File: config.mk
export PLATFORM = sky130hd
export DESIGN_NAME = cpcr_queue
export DESIGN_NICKNAME = d
export VERILOG_FILES = /design/src/rtl/cpcr_pkg.sv /design/src/rtl/cpcr_queue.sv
export SDC_FILE = /design/constraint.sdc
export NUM_CORES = 1
export LEC_CHECK = 0
export BUFFER_PORTS_ARGS = -buffer_cell sky130_fd_sc_hd__buf_4
export CORE_MARGIN = 2
export CORE_UTILIZATION = 32
export CTS_BUF_LIST = sky130_fd_sc_hd__clkbuf_8 sky130_fd_sc_hd__clkbuf_16
export CTS_CLUSTER_DIAMETER = 150
export DETAILED_ROUTE_END_ITERATION = 12
export SKIP_CTS_REPAIR_TIMING = 1
export SKIP_LAST_GASP = 1
export SLEW_MARGIN = 20
export SYNTH_ARGS = -nofsm -noshare
export SYNTH_HDL_FRONTEND = slang
export SYNTH_SLANG_ARGS = --single-unit
File: constraint.sdc
create_clock -name clk -period 12.21 [get_ports clk]
set_clock_uncertainty 0.1 [all_clocks]
set_input_delay 0 -clock clk [delete_from_list [all_inputs] [get_ports clk]]
set_output_delay 0 -clock clk [all_outputs]
set_load 0.05 [all_outputs]
File: src/rtl/cpcr_pkg.sv
// Shared types for the circle pair collision resolver.
`default_nettype none

package cpcr_pkg;

  // Largest value of the 47-bit energy result.
  localparam logic [46:0] ENERGY_MAX = 47'h7FFF_FFFF_FFFF;

  typedef struct packed {
    logic signed [23:0] a_pos_x;
    logic signed [23:0] a_pos_y;
    logic signed [23:0] a_vel_x;
    logic signed [23:0] a_vel_y;
    logic        [23:0] a_inv_mass;
    logic        [21:0] a_radius;
    logic signed [23:0] b_pos_x;
    logic signed [23:0] b_pos_y;
    logic signed [23:0] b_vel_x;
    logic signed [23:0] b_vel_y;
    logic        [23:0] b_inv_mass;
    logic        [21:0] b_radius;
  } cpcr_in_t;

  // One classified disc pair, as it travels from the front end to the solver.
  typedef struct packed {
    logic signed [23:0] pax;
    logic signed [23:0] pay;
    logic signed [23:0] vax;
    logic signed [23:0] vay;
    logic signed [23:0] pbx;
    logic signed [23:0] pby;
    logic signed [23:0] vbx;
    logic signed [23:0] vby;
    logic        [23:0] wa;
    logic        [23:0] wb;
    logic        [24:0] wsum;
    logic signed [24:0] dx;
    logic signed [24:0] dy;
    logic signed [24:0] dvx;
    logic signed [24:0] dvy;
    logic        [22:0] rsum;
    logic        [48:0] dist2;
    logic               contact;
    logic               resolve;
    logic        [46:0] energy;
  } cpcr_item_t;

endpackage

`default_nettype wire

File: src/rtl/cpcr_queue.sv
// Short queue that decouples the front end from the solver pipeline.
`default_nettype none

module cpcr_queue (
  input  wire logic                 clk,
  input  wire logic                 rst_n,
  input  wire logic                 in_valid,
  output logic                      in_ready,
  input  wire cpcr_pkg::cpcr_item_t in_item,
  output logic                      out_valid,
  input  wire logic                 out_ready,
  output cpcr_pkg::cpcr_item_t      out_item
);
  import cpcr_pkg::*;

  localparam int Q_DEPTH = 4;
  localparam int Q_AW    = $clog2(Q_DEPTH);
  localparam int Q_CW    = $clog2(Q_DEPTH + 1);

  cpcr_item_t       mem_r [0:Q_DEPTH-1];
  logic [Q_AW-1:0]  wr_ptr_r, rd_ptr_r;
  logic [Q_CW-1:0]  cnt_r;
  logic             push, pop;

  assign in_ready  = cnt_r != Q_CW'(Q_DEPTH);
  assign out_valid = cnt_r != '0;
  assign out_item  = mem_r[rd_ptr_r];
  assign push      = in_valid && in_ready;
  assign pop       = out_valid && out_ready;

  always_ff @(posedge clk) begin
    if (!rst_n) begin
      wr_ptr_r <= '0;
      rd_ptr_r <= '0;
      cnt_r    <= '0;
    end else begin
      if (push) begin
        wr_ptr_r <= wr_ptr_r + 1'b1;
      end
      if (pop) begin
        rd_ptr_r <= rd_ptr_r + 1'b1;
      end
      if (push && !pop) begin
        cnt_r <= cnt_r + 1'b1;
      end else if (pop && !push) begin
        cnt_r <= cnt_r - 1'b1;
      end
    end
  end

  always_ff @(posedge clk) begin
    if (push) begin
      mem_r[wr_ptr_r] <= in_item;
    end
  end

`ifndef SYNTHESIS
  a_cnt_bound: assert property (@(posedge clk) disable iff (!rst_n)
    cnt_r <= Q_CW'(Q_DEPTH)) else $error("queue count above depth");
  a_ptr_gap: assert property (@(posedge clk) disable iff (!rst_n)
    Q_AW'(wr_ptr_r - rd_ptr_r) == cnt_r[Q_AW-1:0]) else $error("queue pointers off");
  a_cnt_inc: assert property (@(posedge clk) disable iff (!rst_n)
    push && !pop |=> cnt_r == $past(cnt_r) + 1'b1) else $error("queue count lost a transfer");
`endif

endmodule

`default_nettype wire

Word-level counts from Yosys, hierarchy flattened

Memories as Yosys holds them, arrays and structs flattened. A register that Yosys moved wholly into a read port is not among the register bits.
Index checks and enable logic that the tools add are counted.

Bits in registers: 7
RAM bits: 1944
Input port bits: 490
Output and inout bits: 488
Word-level logic and storage cells: 23
Memories: 1

Memory list:

| name  | depth | width | read ports | clocked after memory_dff | write ports | RTL line         | text |
|---|---|---|---|---|---|---|---|
| mem_r | 4     | 486   | 1          | 1                        | 1           | cpcr_queue.sv:20 | `cpcr_item_t mem_r [0:Q_DEPTH-1];` |

Add/sub/neg operators: 4
Equal/unequal tests: 1
Mux-type cells: 6
Reduce and logical (&&, ||, !) cells: 8

Operators with widths:

| operator                                                            | count |
|---|---|
| 3-bit 2-to-1 mux                                                    | 2 |
| 2-bit by 1-bit adder with 2-bit output (second input constant)      | 2 |
| 1-bit logical AND                                                   | 4 |
| 2-bit 2-to-1 mux                                                    | 2 |
| 3-bit by 1-bit adder with 3-bit output (second input constant)      | 1 |
| 3-bit != test (second input constant)                               | 1 |
| 3-bit nonzero test                                                  | 1 |
| 3-bit by 1-bit subtractor with 3-bit output (second input constant) | 1 |
| 1-bit zero test                                                     | 2 |
| 1-bit 2-to-1 mux                                                    | 2 |
| 2-bit nonzero test                                                  | 1 |

Longest topological paths before layout

Depth after elaboration: 6
Mapped depth: 8
Depth with buffers taken out: 8

Worst setup path after synthesis

No wires, ideal clock.

Path type: reg2reg
Start point: reg cnt_r[0]
End point: mem mem_r[2][0] (netlist bit), enable pin
Library setup time: 914 ps
Data arrival time: 11874 ps
Required time: 11196 ps
Setup slack: -678 ps
Cell stages (with the launch flop): 4
Buffers on the path: 0
Clock period less this slack: 12888 ps
Cell sequence: dfxtp_1 nor2_1 a21boi_1 and2_1

Cells in the longest elaborated chain, start to end: 4

RTL lines:

| item                                   | RTL line         | text |
|---|---|---|
| start, declared                        | cpcr_queue.sv:22 | `logic [Q_CW-1:0] cnt_r;` |
| start signal, assigned                 | cpcr_queue.sv:44 | `cnt_r <= cnt_r + 1'b1;` |
| start signal, assigned                 | cpcr_queue.sv:46 | `cnt_r <= cnt_r - 1'b1;` |
| 3-bit != test                          | cpcr_queue.sv:25 | `assign in_ready = cnt_r != Q_CW'(Q_DEPTH);` |
| 1-bit logical AND                      | cpcr_queue.sv:28 | `assign push = in_valid && in_ready;` |
| via push                               | cpcr_queue.sv:23 | `logic push, pop;` |
| 1-bit 2-to-1 mux                       | cpcr_queue.sv:52 | `if (push) begin` |
| 1-bit 2-to-1 mux (implied by the code) | cpcr_queue.sv:53 | `mem_r[wr_ptr_r] <= in_item;` |
| end, declared                          | cpcr_queue.sv:20 |  |

The timed path passes the listed nets, and every way through them passes these cells.

==> results.py <==
metrics = {
    "sta": {
        "worstMarginPinSlew_ps": 1190,
        "finalMaxSlewViolations": 0,
        "hold_slack_ps": 47.3,
        "fin_ws_ps": 7240,
        "slew_headroom_pct": 20.4,
        "setup_violations": 0,
        "period_share_pct": 40.7,
        "fmax_mhz": 201,
        "finalHoldViolCount": 0,
        "fin_tns_setup_ps": 0,
        "finalCriticalPeriod_ps": 4970,
        "grt_setup_unrepaired": "false",
    },
    "cts": {
        "worst_skew_pair.late_latency_ps": 830,
        "clock-sinks": 1953,
        "cts_tree": "built",
        "cts_buffer_depth": 3,
        "path_clk_slew_ps": 60,
        "clockRootBuffer": "clkbuf_16",
        "cts_max_level": 4,
        "cts_buffers": 202,
    },
    "placement": {
        "io_buffers": 977,
        "pre_cts_ws_ps": 7700,
        "hpwl_mm": 106,
        "place.gp.congestion": 0.776,
        "dp_cells": 6362,
        "dpl-instance-area_um2": 81200,
    },
    "min_path": {
        "whs_path_depth": 2,
        "hp-class": "input pin to flip-flop",
    },
    "routing": {
        "drt-met1-wl_mm": 67.0,
        "met3_length_mm": 14.8,
        "firstDrtPassIters": 5,
        "route.met2.wl_mm": 87.8,
        "drc_errors": 0,
        "drtIter0Drc": 2291,
        "top_layer_used": "met5",
        "vias": 35894,
        "drtAntennaViolNets": 0,
        "wl_per_cell_um": 22.6,
        "wl_mm": 175,
        "vias_per_cell": 4.64,
    },
    "power_and_ir_drop": {
        "internal-power_mw": 14.1,
        "pwr-share-clk_pct": 27.5,
        "p_sw_mw": 7.62,
        "sequentialPowerShare_pct": 38.3,
        "combPwrFrac_pct": 34.2,
        "p_total_mw": 21.7,
        "peakVddDrop_mv": 0.176,
        "p_per_area_nw_per_um2": 223,
        "p_leak_nw": 33.0,
        "switching_share_pct": 35.1,
    },
    "critical_path": {
        "crit_fanout": 65,
        "path_depth": 5,
        "required_ps": 12110,
        "path_buf_inv": 4,
        "worstSetupPathType": "flip-flop to output port",
        "path_cells": "buf_4, buf_4, buf_4, mux4_2, buf_4",
        "startpoint_type": "flip-flop",
        "crit_path_end_kind": "output port",
        "arrival_ps": 4870,
        "cp_common_cell": "buf_4",
        "critPathMaxStageDelay_ps": 870,
        "path_delay_family": "buffers and inverters",
        "ff2ff_path_depth": 6,
        "slowest_stage": "buf_4",
    },
    "job": {
        "drv_cap": 0,
    },
    "yosys": {
        "yosys_warnings": 0,
        "async_reset_ff_share_pct": 0,
        "ys_ff_latch": 1953,
        "synth_area_um2": 70600,
        "synth-edff-count": 1944,
        "syn_area_per_cell_um2": 27.3,
        "synth_cell_types": 23,
        "synth_cells": 2586,
        "synth_nets": 3082,
        "ys_seq_area_share_pct": 82.9,
        "synth_top_flop_cell": "edfxtp_1",
    },
    "grt": {
        "grt-ovfl-total": 0,
        "grt_max_degree": 136,
        "grt_use_total_pct": 14.5,
        "grt_pass1_wl_mm": 237,
        "grt_pass1_vias": 33169,
        "antenna_found_initial": 39,
    },
    "layout": {
        "fin_area_um2": 97600,
        "layout.nets": 5169,
        "drive_gt1_share_pct": 36.9,
        "stdcell_count": 7733,
        "final_util_pct": 44.4,
        "syn_to_final_growth_pct": 38.1,
    },
    "floorplan": {
        "dieHeight_um": 474,
        "die_width_um": 474,
        "std_cell_rows": 172,
        "io_pins": 978,
        "die_area_um2": 225000,
        "start_util_pct": 32.2,
        "coreArea_um2": 220000,
    },
    "status": {
        "status": "complete, no violations",
    },
}
[registers in the layout (all words and copies together) (netlist names), named ones only]
name      count
mem_r      1944
cnt_r         3
rd_ptr_r      2
wr_ptr_r      2
[worst register-to-register path, delay by kind of cell (launching register included)]
family / cells / cell delay (ps)
simple gates: 2 / 800
buf+inv: 3 / 1900
flops: 1 / 440
compound gates: 1 / 520
[placed cells by master (no fill, tap or decap), types with 7 or more instances in the layout]
cell,Yosys,final
inv_1,3,49
clkinv_1,0,41
dlygate4sd3_1,0,978
diode_2,0,28
dfxtp_1,9,7
buf_4,0,1001
clkinv_16,0,8
clkinv_2,0,33
edfxtp_1,1944,1944
bufinv_16,0,18
buf_12,0,13
clkbuf_16,0,202
mux4_2,486,486
[synthesized netlist by cell type (all sizes together), types with 2 or more instances]
library cell | n | area, µm²
edfxtp | 1944 | 58400
mux4 | 486 | 10900
buf | 102 | 821
dfxtp | 9 | 180
and2 | 8 | 50.1
clkbuf | 7 | 26.3
ha | 5 | 62.6
nand2 | 5 | 18.8
inv | 3 | 11.3
mux2i | 3 | 30.0
xnor2 | 3 | 26.3
a21boi | 2 | 15.0
or3 | 2 | 12.5
[worst paths after layout]
kind | startpoint | endpoint | slack [ps]
max | flip-flop | out_item[246] | 7240
min | in_item[22] | mem_r[1][22] | 50
max reg2reg | cnt_r[0] | mem_r[0][377] | 7590
min reg2reg | wr_ptr_r[0] | wr_ptr_r[0] | 400
[cells by family (layout without fill, tap and decap cells)]
logic type,Yosys count,count (layout),share of synthesized area [%]
buf+inv,112,2360,1.22
flops,1953,1953,82.9
xor+xnor,4,4,0.0496
fa+ha+maj,6,6,0.117
other cells,0,28,0
simple gates,17,17,0.129
mux,489,489,15.5
compound gates,5,5,0.0514
[metal layers]
metal | vias up | track usage (%)
li1 | 15574 | -
met5 | - | 0
met1 | 18792 | 17.1
met4 | 16 | 4.84
met2 | 1209 | 23.8
met3 | 303 | 6.34
[layout make-up]
type / count / area, µm²
sequential: 1953 / 58600
clock buffer: 202 / 5050
tap: 2871 / 3590
antenna: 28 / 70.1
timing repair buffer: 1992 / 17600
clock inverter: 163 / 1470
inverter: 3 / 11.3
multi-input combinational: 521 / 11200
fill: 18433 / 122000
[power by group through the flow]
stage	logic [mW]	clock network [mW]	registers, mW
floorplan	5.08	0	8.59
global placement	7.25	0	8.44
detailed placement	7.25	0	8.47
CTS	7.26	6.12	8.33
global route	7.73	6.38	8.38
finish	7.42	5.97	8.32
(Power assumes the default switching activity.)
